File: src/sv/sobel_edge_normalized_assert.svh
// assertion macros for the sobel edge block
// no dependencies; included by the top level
`ifndef SOBEL_EDGE_NORMALIZED_ASSERT_SVH
`define SOBEL_EDGE_NORMALIZED_ASSERT_SVH

// condition must hold at every edge outside reset
`define SEN_ASSERT_ALWAYS(label, cond, msg) \
  label: assert property (@(posedge clk) disable iff (!rst_n) (cond)) else $error(msg);

// consequent must hold in the cycle after the antecedent
`define SEN_ASSERT_NEXT(label, ante, cons, msg) \
  label: assert property (@(posedge clk) disable iff (!rst_n) (ante) |=> (cons)) \
    else $error(msg);

`endif

File: src/sv/sen_div.sv
// iterative restoring divider, one quotient bit per cycle
// no dependencies
`default_nettype none
module sen_div #(
  parameter int N_W = 19,
  parameter int D_W = 11
) (
  input  wire logic           clk,
  input  wire logic           rst_n,
  input  wire logic           start,
  input  wire logic [N_W-1:0] dividend,
  input  wire logic [D_W-1:0] divisor,
  output logic                done,
  output logic      [N_W-1:0] quotient
);
  localparam int CNT_W = $clog2(N_W + 1);

  logic [N_W-1:0]   quo_r;
  logic [D_W:0]     rem_r;
  logic [D_W-1:0]   den_r;
  logic [CNT_W-1:0] cnt_r;
  logic             busy_r, done_r;
  logic [D_W:0]     rem_sh;

  assign rem_sh = {rem_r[D_W-1:0], quo_r[N_W-1]};

  always_ff @(posedge clk) begin
    if (!rst_n) begin
      busy_r <= 1'b0;
      done_r <= 1'b0;
      cnt_r  <= '0;
    end else begin
      done_r <= 1'b0;
      if (start) begin
        busy_r <= 1'b1;
        quo_r  <= dividend;
        rem_r  <= '0;
        den_r  <= divisor;
        cnt_r  <= CNT_W'(N_W);
      end else if (busy_r) begin
        if (rem_sh >= {1'b0, den_r}) begin
          rem_r <= rem_sh - {1'b0, den_r};
          quo_r <= {quo_r[N_W-2:0], 1'b1};
        end else begin
          rem_r <= rem_sh;
          quo_r <= {quo_r[N_W-2:0], 1'b0};
        end
        cnt_r <= cnt_r - 1'b1;
        if (cnt_r == CNT_W'(1)) begin
          busy_r <= 1'b0;
          done_r <= 1'b1;
        end
      end
    end
  end

  assign done     = done_r;
  assign quotient = quo_r;
endmodule
`default_nettype wire

File: config.mk
export PLATFORM = sky130hd
export DESIGN_NAME = sen_div
export DESIGN_NICKNAME = d
export VERILOG_FILES = /design/src/sv/sobel_edge_normalized_assert.svh /design/src/sv/sen_div.sv
export SDC_FILE = /design/constraint.sdc
export NUM_CORES = 1
export LEC_CHECK = 0
export BUFFER_PORTS_ARGS = -buffer_cell sky130_fd_sc_hd__buf_2
export CAP_MARGIN = 40
export CORE_ASPECT_RATIO = 1.1
export CORE_UTILIZATION = 45
export CTS_BUF_LIST = sky130_fd_sc_hd__clkbuf_16
export CTS_CLUSTER_DIAMETER = 40
export CTS_CLUSTER_SIZE = 8
export DETAILED_ROUTE_END_ITERATION = 6
export PLACE_DENSITY_LB_ADDON = 0.12
export REMOVE_ABC_BUFFERS = 1
export SYNTH_ARGS = -nofsm -noshare
export SYNTH_HDL_FRONTEND = slang
export SYNTH_SLANG_ARGS = --single-unit
File: constraint.sdc
create_clock -name clk -period 5.9 [get_ports clk]
set_input_delay 1.475 -clock clk [delete_from_list [all_inputs] [get_ports clk]]
set_output_delay 1.475 -clock clk [all_outputs]
set_load 0.02 [all_outputs]
Yosys cells after proc, flatten, opt, wreduce, memory -nomap -nowiden:

Cells that the tools add are included.

* register bits: 48
* bits of input ports: 33
* output and inout port bits: 20
* logic and storage cells: 29

* add/subtract/negate cells: 2
* order comparisons: 1
* eq/ne operators: 1
* multiplexer cells: 11
* bitwise operators: 2
* reductions and logical operators: 5

Operator list (count)
* 2-to-1 mux 19 bit: 2
* 2-to-1 mux 11 bit: 2
* greater-or-equal comparator 12 x 11 -> 1 bit: 1
* subtractor 11 bit: 1
* 2-to-1 mux 5 bit: 2
* == test 5 x 1 -> 1 bit (second input constant): 1
* 2-to-1 mux 1 bit: 5
* subtractor 5 x 1 -> 5 bit (second input constant): 1
* AND reduction 2 bit: 2
* OR reduction 3 bit: 1
* inverter 1 bit: 2
* nonzero test 2 bit: 1
* OR reduction 2 bit: 1

Logic depth before layout (Yosys ltp):

* word-level depth: 4
* gate-level depth with buffers: 10
* depth with buffers taken out: 9

Least setup slack after synthesis:

Ideal clock, no wire load.

* kind: input to register
* from: input port start
* to: register quo_r[0], in the netlist quotient[0] (enable)
* data arrival time: 2.538 ns
* required time: 5.511 ns
* path slack: 2.973 ns
* stages on the path: 2
* cell sequence: clkbuf_1 > o21a_1

* cells in the longest elaborated chain, start to end: 2

RTL lines
* from (decl): RTL line sen_div.sv:10 `input wire logic start,`
* nonzero test 2 bit (no line)
* AND reduction 2 bit (no line)
* to (signal assigned): RTL line sen_div.sv:36 `quo_r <= dividend;`
* to (signal assigned): RTL line sen_div.sv:43 `quo_r <= {quo_r[N_W-2:0], 1'b1};`
* to (signal assigned): RTL line sen_div.sv:46 `quo_r <= {quo_r[N_W-2:0], 1'b0};`
* to (decl): RTL line sen_div.sv:18 `logic [N_W-1:0] quo_r;`

No other way between the ends.
A chain may end at the register's enable or synchronous reset.

Worst setup path after layout:

* from: input port start
* to: register quo_r[17], in the netlist quotient[17] (enable)

Same word-level chain as after synthesis.

==> run summary <==
worst r2r dst - rem_r[10]
Multi-input gate area - 1040 sq um
antenna violation net count after detailed routing - 0
CP startpoint kind - input port
Core Region - 5400 sq um
Power Dens Cells - 312 nW/um^2
layout cells sized above 1 - 34.0%
Die Ht - 80.4 microns
largest cells by area after synthesis - edfxtp_1 49%, mux2_2 9.0%, ha_1 6.5%, dfxtp_1 5.6%, inv_1 2.8%
initial antenna violation count - 0
Routed WL - 4.49 mm
top-area cell type share of the netlist area - 49.0%
relative slew slack - 49.5%
number of synthesized flops with an enable pin - 41
Seq/Total Area, Yosys - 54.6%
number of remaining DRC errors - 0
FP Rows - 28
final hold vios - 0
asr flop ratio synth - 0%
Post-Syn Area - 2510 sq um
initial DRC count - 47
metal3 WL - 234 microns
DP Cell Count - 320
CP arrival - 2.63 ns
Synth Warn # - 0
DRT Pass-1 Iters - 4
Pleak - 1.26 nW
total CTS buffers - 5
Resize count post-CTS - 0
Max Root-Sink Buffers - 2
DRT met1 WL - 2.15 mm
vias per cell - 4.93
Final Non-Filler Cells - 328
leading area contributor after synthesis - edfxtp_1
most frequent cell after synthesis - edfxtp_1
dpl cell area - 2850 sq um
met2 WL - 2.06 mm
Mean Syn Cell Area - 12.8 sq um
CTS root buf - clkbuf_16
Synth-to-Final Area Change - 19.9%
Power Total - 0.941 mW
Worst R2R Path Depth - 9
Worst-Margin Slew - 0.758 ns
TritonCTS clock tree - done
count of final setup violators - 0
reg-to-reg slack, setup - 3.43 ns
initial core utilization - 46.6%
antenna cells - 0
total I/O pin count - 53
clk_lat worst skew - 0.28 ns
pin count of the biggest net entering global routing - 40
HPWL Detailed - 3.27 mm
die area - 5890 sq um
WHS Path Cells - 2
max frequency - 371 MHz
port bufs - 52
highest metal used - met4
Post-synth top cells - 41 x edfxtp_1, 20 x mux2_2, 19 x inv_1, 17 x nor2_1, 13 x ha_1
area occupied by registers - 1370 sq um
hold crit path type - reg -> reg
grt ovf - 0
crit share post-route - 45.7%
min Tclk post-route - 2.70 ns
cts hold-fix bufs - 0
WS Path Type - in -> reg
fill count - 492
HP Start - cnt_r[3]
Max VDD drop - 0.225 mV
Top FF cell, synth - edfxtp_1
clk_skew - 0.00528 ns
Hold Path End - cnt_r[3]
Critical Path End Type - flop
setup TNS - 0 ns
vias in the first global route - 1695
H-tree Lvls - 2
library cells used by synthesis - 39
CTS sink cnt - 48
crit-path max FO - 39
unrepaired setup endpoints after global routing - no
gpl congestion - 0.719
CTS clk-pin slew, worst paths - 0.06 ns
Syn Inst Count - 197
GRT Overall Usage - 17.3%
Final Instance Area - 3010 sq um
global-route wire length before repair - 7.62 mm
DR WL/cell - 13.7 microns
DR vias - 1617
fin. max-slew vios - 0
nets - 299
outcome - finished clean
die width - 73.3 microns
Critical Path RT - 5.84 ns
Synth Register Bits - 48
Max-Cap Viols - 0
postcts setup bufs - 0
worst setup path start - start
RR Startpoint - quotient[18]
-- metal layers --
metal | track usage, % | vias to the layer above
met4 | 6.47 | 0
met3 | 4.39 | 4
met5 | 0 | -
li1 | - | 825
met1 | 22.2 | 750
met2 | 28.0 | 38
-- layout by cell type, fill, tap and decap left out, types with 2 or more instances in the layout --
master | netlist | final
buf_2 | 0 | 52
edfxtp_1 | 41 | 41
inv_1 | 19 | 20
mux2_2 | 20 | 20
nor2_1 | 17 | 17
ha_1 | 13 | 13
o21a_1 | 8 | 8
xnor2_1 | 7 | 7
dfxtp_1 | 7 | 7
nand2_1 | 6 | 6
a21oi_1 | 6 | 6
mux2i_1 | 5 | 5
clkbuf_16 | 0 | 5
a21o_1 | 4 | 4
nor2b_1 | 4 | 4
nand2b_1 | 3 | 3
nor3_1 | 3 | 3
o21ai_0 | 3 | 3
xor2_1 | 3 | 3
o211ai_1 | 2 | 2
nand4_1 | 2 | 2
nor4b_1 | 2 | 2
-- area by class of cell --
type                            count  share of cell area (%)
Timing Repair Buffer               53                    8.89
Clock inverter                      3                    1.29
Tap cell                           75                    3.11
Sequential cell                    48                    45.5
Inverter                           19                    2.37
Clock buffer                        5                    4.15
Multi-Input combinational cell    125                    34.7
-- where the power goes --
group	switching (mW)	internal, mW
clock	0.113	0.197
sequential	0.0148	0.404
combinational	0.117	0.0950
total	0.244	0.696
-- stage by stage --
| step | util [%] | setup WS (ns) | hold WS, ns |
|---|---|---|---|
| after floorplan | - | 3.29 | 0.508 |
| after CTS | 55.8 | 3.21 | 0.562 |
| after global routing | 55.8 | 3.09 | 0.610 |
| after detailed placement | 52.8 | 2.93 | 0.541 |
| final | 55.8 | 3.20 | 0.559 |
| after global placement | 52.8 | 2.92 | 0.538 |
-- registers in the layout, indices dropped and copies added (netlist names) --
signal and cells:
den_r 11, quotient 19, rem_r 11, done 1
busy_r 1, cnt_r 5
-- worst max path at each step --
stage	cells past startpoint	slack (ns)	endpoint
6_report	3	3.20	quotient[17]
5_1_grt	3	3.09	den_r[7]
4_1_cts	3	3.21	quotient[3]
3_5_place_dp	3	2.93	quotient[2]
3_3_place_gp	3	2.92	quotient[2]
2_1_floorplan	1	3.29	quotient[0]
-- kinds of logic (layout without fill, tap and decap cells) --
logic type      count (synthesis)  in the layout  share of synthesized area [%]
compound gates                 35             35                           11.6
xor+xnor                       10             10                           3.48
buf+inv                        24             80                           3.88
simple gates                   41             41                           8.26
flops                          48             48                           54.6
mux                            25             25                           11.0
fa+ha+maj                      14             14                           7.27
-- critical path, cell delays in order --
cell,delay [ns]
buf_2,0.58
o21a_1,0.18
buf_4,0.36
Note: power is estimated with default switching activity, not from simulation.
