File: src/sv/sobel_edge_normalized_assert.svh
// assertion macros for the sobel edge block
// no dependencies; included by the top level
`ifndef SOBEL_EDGE_NORMALIZED_ASSERT_SVH
`define SOBEL_EDGE_NORMALIZED_ASSERT_SVH

// condition must hold at every edge outside reset
`define SEN_ASSERT_ALWAYS(label, cond, msg) \
  label: assert property (@(posedge clk) disable iff (!rst_n) (cond)) else $error(msg);

// consequent must hold in the cycle after the antecedent
`define SEN_ASSERT_NEXT(label, ante, cons, msg) \
  label: assert property (@(posedge clk) disable iff (!rst_n) (ante) |=> (cons)) \
    else $error(msg);

`endif

File: src/sv/sen_isqrt.sv
// iterative integer square root, two radicand bits per cycle
// no dependencies
`default_nettype none
module sen_isqrt #(
  parameter int IN_W  = 22,
  parameter int OUT_W = 11
) (
  input  wire logic             clk,
  input  wire logic             rst_n,
  input  wire logic             start,
  input  wire logic [IN_W-1:0]  radicand,
  output logic                  done,
  output logic      [OUT_W-1:0] root
);
  localparam int STEPS = IN_W / 2;
  localparam int CNT_W = $clog2(STEPS + 1);

  logic [IN_W-1:0]  rem_r, root_r, bit_r;
  logic [CNT_W-1:0] cnt_r;
  logic             busy_r, done_r;
  logic [IN_W-1:0]  trial;

  assign trial = root_r + bit_r;

  always_ff @(posedge clk) begin
    if (!rst_n) begin
      busy_r <= 1'b0;
      done_r <= 1'b0;
      cnt_r  <= '0;
    end else begin
      done_r <= 1'b0;
      if (start) begin
        busy_r <= 1'b1;
        rem_r  <= radicand;
        root_r <= '0;
        bit_r  <= IN_W'(1) << (IN_W - 2);
        cnt_r  <= CNT_W'(STEPS);
      end else if (busy_r) begin
        if (rem_r >= trial) begin
          rem_r  <= rem_r - trial;
          root_r <= (root_r >> 1) + bit_r;
        end else begin
          root_r <= root_r >> 1;
        end
        bit_r <= bit_r >> 2;
        cnt_r <= cnt_r - 1'b1;
        if (cnt_r == CNT_W'(1)) begin
          busy_r <= 1'b0;
          done_r <= 1'b1;
        end
      end
    end
  end

  assign done = done_r;
  assign root = root_r[OUT_W-1:0];
endmodule
`default_nettype wire

File: config.mk
export PLATFORM = sky130hd
export DESIGN_NAME = sen_isqrt
export DESIGN_NICKNAME = d
export VERILOG_FILES = /design/src/sv/sobel_edge_normalized_assert.svh /design/src/sv/sen_isqrt.sv
export SDC_FILE = /design/constraint.sdc
export NUM_CORES = 1
export LEC_CHECK = 0
export BUFFER_PORTS_ARGS = -buffer_cell sky130_fd_sc_hd__buf_2
export CORE_ASPECT_RATIO = 0.75
export CORE_MARGIN = 4
export CORE_UTILIZATION = 55
export DETAILED_ROUTE_END_ITERATION = 16
export GPL_ROUTABILITY_DRIVEN = 0
export PLACE_DENSITY = 0.73
export SLEW_MARGIN = 30
export SYNTH_ARGS = -nofsm -noshare
export SYNTH_HDL_FRONTEND = slang
export SYNTH_SLANG_ARGS = --single-unit
File: constraint.sdc
create_clock -name clk -period 5.45 [get_ports clk]
set_input_delay 1.09 -clock clk [delete_from_list [all_inputs] [get_ports clk]]
set_output_delay 1.09 -clock clk [all_outputs]
set_load 0.05 [all_outputs]
=== Word level (Yosys, flattened, before mapping) ===
Cells that the tools add are included.

* Add/sub/neg operators: 4
* Magnitude comparators: 1
* Eq/ne operators: 1
* Multiplexer cells: 12
* Bitwise gates (word level): 2
* Reductions and logical operators: 6

{| class="wikitable"
|+ Operators with widths
! kind !! count
|-
| 22-bit two-way mux || 5
|-
| 21-bit by 21-bit adder with 22-bit output || 1
|-
| 22-bit by 21-bit adder with 22-bit output || 1
|-
| 22-bit greater-or-equal comparator || 1
|-
| 22-bit subtractor || 1
|-
| 21-bit two-way mux || 1
|-
| 4-bit two-way mux || 2
|-
| 4-bit by 1-bit equality test with 1-bit output (second input constant) || 1
|-
| 1-bit two-way mux || 4
|-
| 2-bit nonzero test || 2
|-
| 4-bit by 1-bit subtractor with 4-bit output (second input constant) || 1
|-
| 3-bit AND reduction || 1
|-
| 3-bit OR reduction || 1
|-
| 1-bit inverter || 2
|-
| 2-bit AND reduction || 1
|-
| 2-bit OR reduction || 1
|}

* Flip-flop bits (word level): 61
* Input port bits: 25
* Output and inout port bits: 12
* Word-level logic and storage cells: 33

=== Longest topological paths before layout ===
Gate-level depths: netlist of the first run.

* Depth after elaboration: 5
* Mapped depth: 17
* Gate-level depth less buffers: 15

=== Worst setup path before layout of the first run ===
No wires, ideal clock.

* Path kind: register to register
* From: register root_r[2]
* To: register rem_r[0] (enable)
* Setup time: 0.415 ns
* Arrival time: 4.787 ns
* Required time: 5.035 ns
* Path slack: 0.248 ns
* Stages on the path, launching flop included: 15
* Path buffers: 1
* Period minus slack after synthesis: 5.202 ns
* Cell sequence: edfxtp_1 > ha_1 > a31oi_1 > a211oi_1 > a31o_2 > a31oi_1 > o21ai_0 > xnor2_1 > ha_1 > and3_1 > nand2_1 > or4_4 > o211a_1 > buf_6 > a31oi_1

* Word-level cells in the longest chain between the ends: 4

{| class="wikitable"
|+ Ends and longest elaborated chain
! element !! RTL line !! source
|-
| start: declaration || sen_isqrt.sv:18 || <nowiki>logic [IN_W-1:0] rem_r, root_r, bit_r;</nowiki>
|-
| start signal: assignment || sen_isqrt.sv:41 || <nowiki>root_r <= (root_r >> 1) + bit_r;</nowiki>
|-
| start signal: assignment || sen_isqrt.sv:43 || <nowiki>root_r <= root_r >> 1;</nowiki>
|-
| 22-bit by 21-bit adder with 22-bit output || sen_isqrt.sv:23 || <nowiki>assign trial = root_r + bit_r;</nowiki>
|-
| 22-bit greater-or-equal comparator || sen_isqrt.sv:39 || <nowiki>if (rem_r >= trial) begin</nowiki>
|-
| 2-bit nonzero test (no line) || - ||
|-
| 3-bit AND reduction (no line) || - ||
|-
| end signal: assignment || sen_isqrt.sv:34 || <nowiki>rem_r <= radicand;</nowiki>
|-
| end signal: assignment || sen_isqrt.sv:40 || <nowiki>rem_r <= rem_r - trial;</nowiki>
|-
| end: declaration || sen_isqrt.sv:18 ||
|}

Every way passes these cells.
A chain may end at the register's enable or synchronous reset.

=== Worst setup path in the final report of the first run ===
* From: register root_r[2]
* To: register rem_r[21] (enable)

Same word-level chain as after synthesis.

==> results.md, run 1 <==
- TritonRoute pass-1 iters: 5
- ANT nets after route: 0
- Slew @ Worst Pin: 935 ps
- CP max FO: 22
- Number of synthesized register bits: 61
- HPWL after DPL: 10100 um
- Non-filler cells, final: 769
- Clock Power Share: 28.5%
- Vias/cell: around 6.3
- Max-Cap Viols: 0
- Pwr dens: 369 nW/um2
- Power share of the combinational group: 42.3%
- Place WS: 606 ps
- Clk buf depth: 2
- Synth top area cells: edfxtp_1 (30%), ha_1 (11%), o21ai_0 (4.4%)
- Period utilisation layout: 89.8%
- Hold endpoint: done$_SDFF_PP0_
- CTS Sinks: 61
- Endpoint class of the critical path: flip-flop
- Avg Cell Area, Syn: 8.93 um2
- Vias in the first global route: 4578
- Post-synth EDFFs: 55
- Layout area overhead: 9.02%
- Total power: about 2.2 mW
- Final Hold Fails: 0
- DRC viols: 0
- Htree depth: 3
- Setup Skew: ~6.5 ps
- Worst-Skew Late Latency: about 340 ps
- Io pins: 37
- Nets: 706
- Sequential fraction of design power: around 29%
- R2r worst-path depth: 15
- Share of cells above drive strength 1: 13.2%
- Cts repair resizes: 0
- Critical Path RT: 5460 ps
- Share of the synthesized area in the top cell type: 30.1%
- Sw Pwr: ~0.85 mW
- Root buf cell: clkbuf_16
- Post-Syn Area: 5490 um2
- Post-synthesis sequential area ratio: 32.3%
- Gate Count Post-Synth: 615
- Slew headroom: 37.6%
- Crit Path Class: flip-flop to flip-flop
- Full die area: 11700 um2
- Post-synth ARST share: 0%
- 1st-iter DRT viols: 404
- Starting Density: 56.6%
- Reg2reg start: root_r[2]$_SDFFCE_PP0P_
- Leading area contributor after synthesis: edfxtp_1
- Post-route minimum period: around 5000 ps
- Most common cell after layout, fill and taps aside: edfxtp_1
- Switching Share: roughly two fifths
- Synth unique cells: a little over 70
- Num CTS Buffers: 9
- Core Region: 9700 um2
- Dpl cells: between 700 and 800
- CTS tree: done
- Initial antenna violation count: 0
- Commonest cells after routing, fill and taps aside: edfxtp_1 (55), nand2_1 (53), o21ai_0 (48), ha_1 (48), nor2_1 (47)
- Die Span Y: 94.5 um
- Status: finished clean
- Pint: 1.36 mW
- Reg clk slew, reported paths: 60 ps
- Final setup viols: 0
- Gr usage total: 25.0%
- Ys Warns: 0
- Fillers: roughly 870
- Worst min path class: flip-flop to flip-flop
- Setup bufs post-CTS: 0
- Worst EP arrival: 4900 ps
- First-pass GRT wire length: 22900 um
- Largest net degree at the start of global routing: 48
- Worst R2R End: rem_r[21]$_DFFE_PP_
- Startpoint Class: flip-flop
- Hold Path Stages: 2
- Avg WL per Cell: ~18 um
- Overall routed net length: 13900 um
- Vias: 4835
- Fin Setup TNS: 0 ps
- Final worst slack: 554 ps
- Port Buffer Count: 36
- Die width: 123 um
- Slack of the worst reg-to-reg path: 550 ps
- FP Rows: 31
- GR Overflow Total: 0
- RSZ-0062 raised after global routing: no
- Pleak: 2.28 nW
- Hold path start: busy_r$_SDFF_PN0_
- Antenna Cells: 0
- Top FF cell, synth: edfxtp_1
- CTS Hold Bufs: 0
- Syn Nets: 689
- Worst vdd ir: roughly 0.00024 V
- Max Slew Vio Count: 0
- Fmax: approximately 200 MHz
-- kinds of logic (layout without fill, tap and decap cells) --
| kind of cell | Yosys count | count (layout) | synth area share, % |
|---|---|---|---|
| DFF | 61 | 61 | 32.3 |
| and+or+nand+nor | 207 | 207 | 19.1 |
| AOI/OAI and AO/OA | 193 | 193 | 23.6 |
| muxes | 10 | 10 | 2.39 |
| xor gates and xnor gates | 37 | 37 | 5.90 |
| buffers and inverters | 58 | 80 | 5.42 |
| adders and majority gates | 49 | 49 | 11.3 |
-- routing by layer --
layer	wire, um	share of wire, %	GRT usage [%]	vias up
met4	250	1.8	8.39	0
met3	990	7.1	5.63	22
li1	-	-	-	2354
met2	6170	45	38.9	174
met5	0	0	0	-
met1	6440	47	34.5	2285
-- power groups by stage --
stage	sequential, mW	combinational (mW)	clock, mW
after floorplan	0.630	0.756	0
after global placement	0.650	0.895	0
after detailed placement	0.652	0.917	0
after CTS	0.644	0.925	0.638
after global routing	0.651	1.04	0.657
final	0.645	0.935	0.630
-- area by class of cell --
class / count / area (um2) / area share [%]
Clock buffer: 12 / 246 / 4.12
Inverter: 23 / 86.3 / 1.44
Sequential cell: 61 / 1770 / 29.6
Tap cell: 132 / 165 / 2.76
Clock inverter: 4 / 71.3 / 1.19
Multi-Input combinational cell: 496 / 3430 / 57.3
Timing Repair Buffer: 41 / 218 / 3.64
-- Yosys cell counts, types with 4 or more instances --
master     number
inv_1          23
nor3b_1         5
nand3_1        19
o21ai_1         4
nand2b_1        4
ha_1           48
dfxtp_1         6
nand4_1        14
xnor2_1        25
and3_1         11
a2111oi_0       4
edfxtp_1       55
a211oi_1       11
nor2b_1        23
nor3_1         12
buf_4          14
mux2_4          5
o211ai_1        4
clkbuf_1       14
a21o_1         12
o21ai_0        48
nand2_1        53
a21oi_1        30
a31oi_1        23
a21boi_0        6
xor2_1         12
a21oi_2         7
o31ai_1         5
a31o_2          4
nor2_1         47
-- critical path, cell delays in order, from the launching register on --
cell	delay, ps
edfxtp_1	460
ha_1	370
a31oi_1	280
a211oi_1	180
a31o_2	310
a31oi_1	180
buf_4	170
o21ai_0	110
xnor2_1	160
ha_1	420
and3_1	230
nand2_1	170
or4_4	530
o211a_1	380
a31oi_2	260
buf_4	340
-- through the flow --
| stage | hold WS [ps] | cell area (um2) | util [%] |
|---|---|---|---|
| after floorplan | 487 | 5490 | - |
| after global placement | 526 | 5670 | 58.5 |
| after detailed placement | 536 | 5670 | 58.5 |
| after CTS | 547 | 5990 | 61.7 |
| after global routing | 586 | 5990 | 61.7 |
| final | 564 | 5990 | 61.7 |
-- worst max-delay path by stage --
| stage | from | end | slack, ps | depth (start not counted) |
|---|---|---|---|---|
| 2_1_floorplan | root_r[2]$_SDFFCE_PP0P_ | rem_r[0]$_DFFE_PP_ | 250 | 14 |
| 3_3_place_gp | root_r[2]$_SDFFCE_PP0P_ | rem_r[16]$_DFFE_PP_ | 740 | 14 |
| 3_5_place_dp | root_r[2]$_SDFFCE_PP0P_ | rem_r[20]$_DFFE_PP_ | 610 | 15 |
| 4_1_cts | root_r[2]$_SDFFCE_PP0P_ | rem_r[16]$_DFFE_PP_ | 590 | 14 |
| 5_1_grt | root_r[2]$_SDFFCE_PP0P_ | rem_r[20]$_DFFE_PP_ | 210 | 14 |
| 6_report | root_r[2]$_SDFFCE_PP0P_ | rem_r[21]$_DFFE_PP_ | 550 | 15 |
-- sequential cells by signal (all words and copies together), names as in the netlist --
register / count
root_r: 22
busy_r: 1
done: 1
bit_r: 11
cnt_r: 4
rem_r: 22
Note: power is estimated with default switching activity, not from simulation.
==> run 2, diff against run 1 <==
Settings changed: ABC_AREA set to 1.
==> results.md, run 2 <==
- Synth Area in Compound Gates: 6.97% (-17 points)
- Post-synthesis sequential area ratio: 28.6% (-3.7 points)
- Multi-input logic area: 3700 um2 (+7.9%)
- Gr usage total: 25.7% (+0.72 points)
- Largest regs: rem_r (22), root_r (22), bit_r (11)
- Die width: 131 um (+5.8%)
- Worst-Skew Late Latency: 340 ps (about the same)
- Io pins: 37 (unchanged)
- Full die area: 13000 um2 (+12%)
- Syn Nets: 1017 (+48%)
- Setup bufs post-CTS: 0 (unchanged)
- Reg clk slew, reported paths: 60 ps (about the same)
- Fmax: 221 MHz (+8.1%)
- Top-count cell post-synth: nand2_1
- Startpoint Class: flip-flop
- Slack of the worst reg-to-reg path: 920 ps (+370 ps)
- Adder-cell share of the synthesized area: 10.0% (-1.3 points)
- Pleak: 3.43 nW (+51%)
- DRC viols: 0 (unchanged)
- Starting Density: 56.4% (-0.19 points)
- Post-synth ARST share: 0% (unchanged)
- Htree depth: 3 (unchanged)
- Slew headroom: 32.7% (-4.9 points)
- Synth top area cells: edfxtp_1 (27%), nand2_1 (20%), ha_1 (9.7%)
- Synth unique cells: 38 (-46%)
- Avg WL per Cell: 15.0 um (-17%)
- RSZ-0062 raised after global routing: no
- FP Rows: 33 (+6.5%)
- Critical Path RT: 5410 ps (-50 ps)
- Worst vdd ir: 0.000222 V (-8.7%)
- Port Buffer Count: 36 (unchanged)
- Dpl cells: 1091 (+45%)
- Most common cell after layout, fill and taps aside: nand2_1
- Cts repair resizes: 0 (unchanged)
- Final setup viols: 0 (unchanged)
- HPWL after DPL: 12400 um (+23%)
- Hold Path Stages: 2 (unchanged)
- Non-filler cells, final: 1107 (+44%)
- Nets: 1036 (+47%)
- Share of cells above drive strength 1: 7.45% (-5.7 points)
- Pwr dens: 352 nW/um2 (-4.7%)
- Core Region: 11000 um2 (+13%)
- First-pass GRT wire length: 26700 um (+17%)
- Register area: 1770 um2 (unchanged)
- Ys Warns: 0 (unchanged)
- Root buf cell: clkbuf_16
- Overall routed net length: 16600 um (+20%)
- Commonest cells after routing, fill and taps aside: nand2_1 (325), inv_1 (135), nand3_1 (90)
- CTS Hold Bufs: 0 (unchanged)
- 1st-iter DRT viols: 694 (+72%)
- Largest net degree at the start of global routing: 63 (+31%)
- Post-synth EDFFs: 55 (unchanged)
- Vias: 6050 (+25%)
- Crit Path Class: flip-flop to flip-flop
- CTS Sinks: 61 (unchanged)
- Worst EP arrival: 4490 ps (-410 ps)
- ANT nets after route: 0 (unchanged)
- Hold WS: 487 ps (-77.4 ps)
- Initial antenna violation count: 0 (unchanged)
- CP max FO: 23 (+4.5%)
- Synth top cells by count: nand2_1 (325), inv_1 (135), nand3_1 (90)
- Gate Count Post-Synth: 943 (+53%)
- Num CTS Buffers: 9 (unchanged)
- Share of the synthesized area in the top cell type: 26.7% (-3.4 points)
- Number of synthesized register bits: 61 (unchanged)
- Synth Area in XOR/XNOR: 4.38% (-1.5 points)
- Status: finished clean
- CTS tree: done
- Antenna Cells: 0 (unchanged)
- Post-Syn Area: 6200 um2 (+13%)
- Final Hold Fails: 0 (unchanged)
- TritonRoute pass-1 iters: 5 (unchanged)
- Post-synthesis mux area share: 0% (-2.4 points)
- Max-Cap Viols: 0 (unchanged)
- Vias in the first global route: 5312 (+16%)
- Post-route minimum period: 4530 ps (-368 ps)
- Period utilisation layout: 83.1% (-6.8 points)
- Clk buf depth: 2 (unchanged)
- Avg Cell Area, Syn: 6.57 um2 (-26%)
- Setup Skew: 7.40 ps (+0.850 ps)
- Max Slew Vio Count: 0 (unchanged)
- R2r worst-path depth: 18 (+3)
- GR Overflow Total: 0 (unchanged)
- Layout area overhead: 7.91%
- Largest family of logic cells by synthesized area: simple AND/OR/NAND/NOR gates
- Leading area contributor after synthesis: edfxtp_1
- Die Span Y: 99.9 um (+5.7%)
- Endpoint class of the critical path: flip-flop
- Slew @ Worst Pin: 1010 ps (+73.4 ps)
- Fillers: 1071 (+24%)
- Simple logic cell fraction of the synthesized area: 38.3% (+19 points)
- Fin Setup TNS: 0 ps (unchanged)
- Top FF cell, synth: edfxtp_1
- Worst min path class: flip-flop to flip-flop
- Vias/cell: 5.47 (-13%)
run 2: power breakdown:
group	internal, mW	total, mW	switching, mW
clock	0.414	0.631	0.216
sequential	0.595	0.659	0.0644
combinational	0.353	1.06	0.711
total	1.36	2.35	0.992
run 2: path summary, 6_finish.rpt:
check | startpoint | end
worst max-delay path | root_r[2]$_SDFFCE_PP0P_ | rem_r[21]$_DFFE_PP_
worst min-delay path | cnt_r[3]$_SDFFE_PN0N_ | cnt_r[3]$_SDFFE_PN0N_
worst max register to register | root_r[2]$_SDFFCE_PP0P_ | rem_r[21]$_DFFE_PP_
worst min register to register | cnt_r[3]$_SDFFE_PN0N_ | cnt_r[3]$_SDFFE_PN0N_
run 2: layout make-up:
class | instances | area share (%)
flip-flops and latches | 61 | 26.5
repair buffers | 39 | 3.03
multi-input cells | 713 | 55.3
inverters | 138 | 7.78
well taps | 140 | 2.62
clock inverters | 3 | 1.03
clock buffers | 13 | 3.74
run 2: cells by family (layout without fill, tap and decap cells):
family / after synthesis / in the layout
flip-flops: 61 / 61
XOR/XNOR: 31 / 31
buffers and inverters: 169 / 193
AO/OA/AOI/OAI: 79 / 79
adder cells (fa/ha/maj): 49 / 49
AND/OR/NAND/NOR: 554 / 554
run 2: critical path: stages, from the launching register on:
cell      delay [ps]
edfxtp_1         490
ha_1             400
nand3_1           90
nand2_1          130
a21oi_1          380
o21ai_1          200
nand2_1           90
nand2_1           60
xnor2_1          150
ha_1             400
nand2_2           90
nor2_1           180
nand2_1          110
nor2_1           110
nand2_1           80
nand4_2          100
buf_4            290
o21ai_0          120
inv_1            680
run 2: layer usage:
layer	global-route usage (%)	vias to the layer above	share of wire [%]	wire (um)
li1	-	3106	-	-
met1	41.1	2672	49	8180
met2	35.6	258	40	6580
met3	6.28	14	10	1690
met4	3.72	0	0.66	110
met5	0	-	0	0
run 2: stage by stage:
stage                     setup WS (ps)  cell area [um2]  power [mW]  utilization, %
after floorplan                    1460             6200        1.48               -
after global placement              972             6370        1.70            58.0
after detailed placement            998             6370        1.70            58.0
after CTS                           984             6690        2.34            60.9
after global routing                589             6690        2.52            60.9
final                               923             6690        2.35            60.9
==> run 3, diff against run 2 <==
Clock period 5.45 ns to 3.8 ns, I/O delays scaled along.
==> results.md, run 3 (synthesis gave the netlist of run 2 again) <==
- Status: finished clean
- CTS tree: done
- Port Buffer Count: 36 (unchanged)
- Overall routed net length: 17100 um (+3.1%)
- Max-Cap Viols: 0 (unchanged)
- Final Hold Fails: 0 (unchanged)
- Num CTS Buffers: 9 (unchanged)
- Multi-input logic area: 3730 um2 (+0.88%)
- First-pass GRT wire length: 27500 um (+3.0%)
- Commonest cells after routing, fill and taps aside: nand2_1 (325), inv_1 (135), nand3_1 (90)
- Critical Path RT: 3890 ps (-1520 ps)
- TritonRoute pass-1 iters: 7 (+2)
- Startpoint Class: flip-flop
- Slack of the worst reg-to-reg path: 290 ps (-640 ps)
- Period utilisation layout: 92.5% (+9.4 points)
- Dpl cells: 1111 (+1.8%)
- Share of cells above drive strength 1: 10.1% (+2.7 points)
- Fin Setup TNS: 0 ps (unchanged)
- CP max FO: 11 (-52%)
- Starting Density: 56.4% (unchanged)
- RSZ-0062 raised after global routing: no
- Total power: 3.44 mW (+46%)
- ANT nets after route: 0 (unchanged)
- Avg WL per Cell: 15.1 um (+1.1%)
- Worst EP arrival: 3600 ps (-890 ps)
- CTS Hold Bufs: 0 (unchanged)
- GR Overflow Total: 0 (unchanged)
- Nets: 1058 (+2.1%)
- Die Span Y: 99.9 um (unchanged)
- Hold path start: cnt_r[3]$_SDFFE_PN0N_
- Hold endpoint: cnt_r[3]$_SDFFE_PN0N_
- Placed standard-cell area: 6530 um2 (+2.5%)
- Sequential fraction of design power: 26.6% (-1.4 points)
- Antenna Cells: 0 (unchanged)
- Pleak: 3.57 nW (+3.9%)
- Fmax: 285 MHz (+29%)
- Pint: 1.96 mW (+44%)
- Hold Path Stages: 2 (unchanged)
- Endpoint class of the critical path: flip-flop
- Pwr dens: 498 nW/um2 (+41%)
- Switching Share: 42.9% (+0.77 points)
- Layout area overhead: 11.4%
- Hold WS: 480 ps (-7.03 ps)
- Vias/cell: 5.47 (about the same)
- Slew headroom: 44.8% (+12 points)
- FP Rows: 33 (unchanged)
- Initial antenna violation count: 0 (unchanged)
- Reg2reg start: bit_r[8]$_SDFFCE_PP0P_
- Die width: 131 um (unchanged)
- Crit Path Class: flip-flop to flip-flop
- CTS Sinks: 61 (unchanged)
- Worst R2R End: root_r[7]$_SDFFCE_PP0P_
- Reg clk slew, reported paths: 60 ps (about the same)
- Largest net degree at the start of global routing: 46 (-27%)
- R2r worst-path depth: 20 (+2)
- Core Region: 11000 um2 (unchanged)
- Worst min path class: flip-flop to flip-flop
- Io pins: 37 (unchanged)
- HPWL after DPL: 12900 um (+3.9%)
- Sw Pwr: 1.47 mW (+49%)
- Final setup viols: 0 (unchanged)
- Vias in the first global route: 5400 (+1.7%)
- Register area: 1770 um2 (unchanged)
- Non-filler cells, final: 1129 (+2.0%)
- Setup Skew: 8.17 ps (+0.775 ps)
- Htree depth: 3 (unchanged)
- Power share of the combinational group: 47.8% (+2.6 points)
- Fillers: 1078 (+0.65%)
- Gr usage total: 26.5% (+0.75 points)
- Max Slew Vio Count: 0 (unchanged)
- Post-route minimum period: 3510 ps (-1010 ps)
- Clock Power Share: 25.6% (-1.2 points)
- Clk buf depth: 2 (unchanged)
- Post-route cell area: 6900 um2 (+3.2%)
- Largest regs: rem_r (22), root_r (22), bit_r (11)
- Full die area: 13000 um2 (unchanged)
- DRC viols: 0 (unchanged)
- Worst-Skew Late Latency: 340 ps (about the same)
- Vias: 6176 (+2.1%)
- Slew @ Worst Pin: 827 ps (-182 ps)
- Worst vdd ir: 0.000336 V (+51%)
- Root buf cell: clkbuf_16
- 1st-iter DRT viols: 606 (-13%)
- Most common cell after layout, fill and taps aside: nand2_1
run 3: how the worst max path moves through the flow:
stage / slack [ps] / startpoint / depth (start not counted) / to
global placement: 90 / bit_r[2]$_SDFFCE_PP0P_ / 18 / root_r[20]$_SDFFCE_PP0P_
detailed placement: 40 / bit_r[2]$_SDFFCE_PP0P_ / 18 / root_r[10]$_SDFFCE_PP0P_
global route: 10 / bit_r[8]$_SDFFCE_PP0P_ / 20 / rem_r[19]$_DFFE_PP_
floorplan: 140 / start / 5 / rem_r[0]$_DFFE_PP_
CTS: 1 / bit_r[2]$_SDFFCE_PP0P_ / 18 / root_r[7]$_SDFFCE_PP0P_
finish: 290 / bit_r[8]$_SDFFCE_PP0P_ / 20 / root_r[7]$_SDFFCE_PP0P_
run 3: layout make-up:
type / instances / area share, %
tap: 140 / 2.54
clock inverter: 4 / 0.471
sequential: 61 / 25.7
multi-input combinational: 714 / 54.1
clock buffer: 12 / 4.19
inverter: 138 / 7.50
timing repair buffer: 60 / 5.58
run 3: routing by layer:
metal	routed length (um)	vias to the layer above	GRT usage, %
li1	-	3142	-
met1	8330	2761	42.8
met2	6900	262	36.2
met3	1730	11	5.96
met4	117	0	4.19
met5	0	-	0
run 3: what timing repair did:
item,4_1_cts,5_1_grt
gates resized for setup,0,7
buffers inserted,0,1
setup endpoints to repair,0,44
run 3: stage by stage:
stage	worst slack [ps]	util [%]
global route	9.50	62.9
finish	286	62.9
CTS	1.38	62.4
global placement	94.6	59.4
floorplan	138	-
detailed placement	35.8	59.4
run 3: critical path, stage by stage (launching register included):
cell and delay (ps):
edfxtp_1 430, ha_1 400, nand2_1 130, o21ai_1 260
nand2_1 100, o21ai_1 150, nand2_1 120, nand2_1 90
or2_1 100, nand2_1 60, ha_1 290, nand2_1 90
inv_1 80, nand2_1 110, nor2_4 150, nand4_1 90
nand2_1 230, nor2_4 80, buf_12 150, nand4_1 70
nand2_1 90
run 3: power by group through the flow:
stage	Combinational [mW]	Sequential [mW]	Clock (mW)
2_1_floorplan	1.20	0.916	0
3_3_place_gp	1.55	0.926	0
3_5_place_dp	1.56	0.927	0
4_1_cts	1.58	0.915	0.882
5_1_grt	1.84	0.923	0.912
6_report	1.64	0.916	0.878
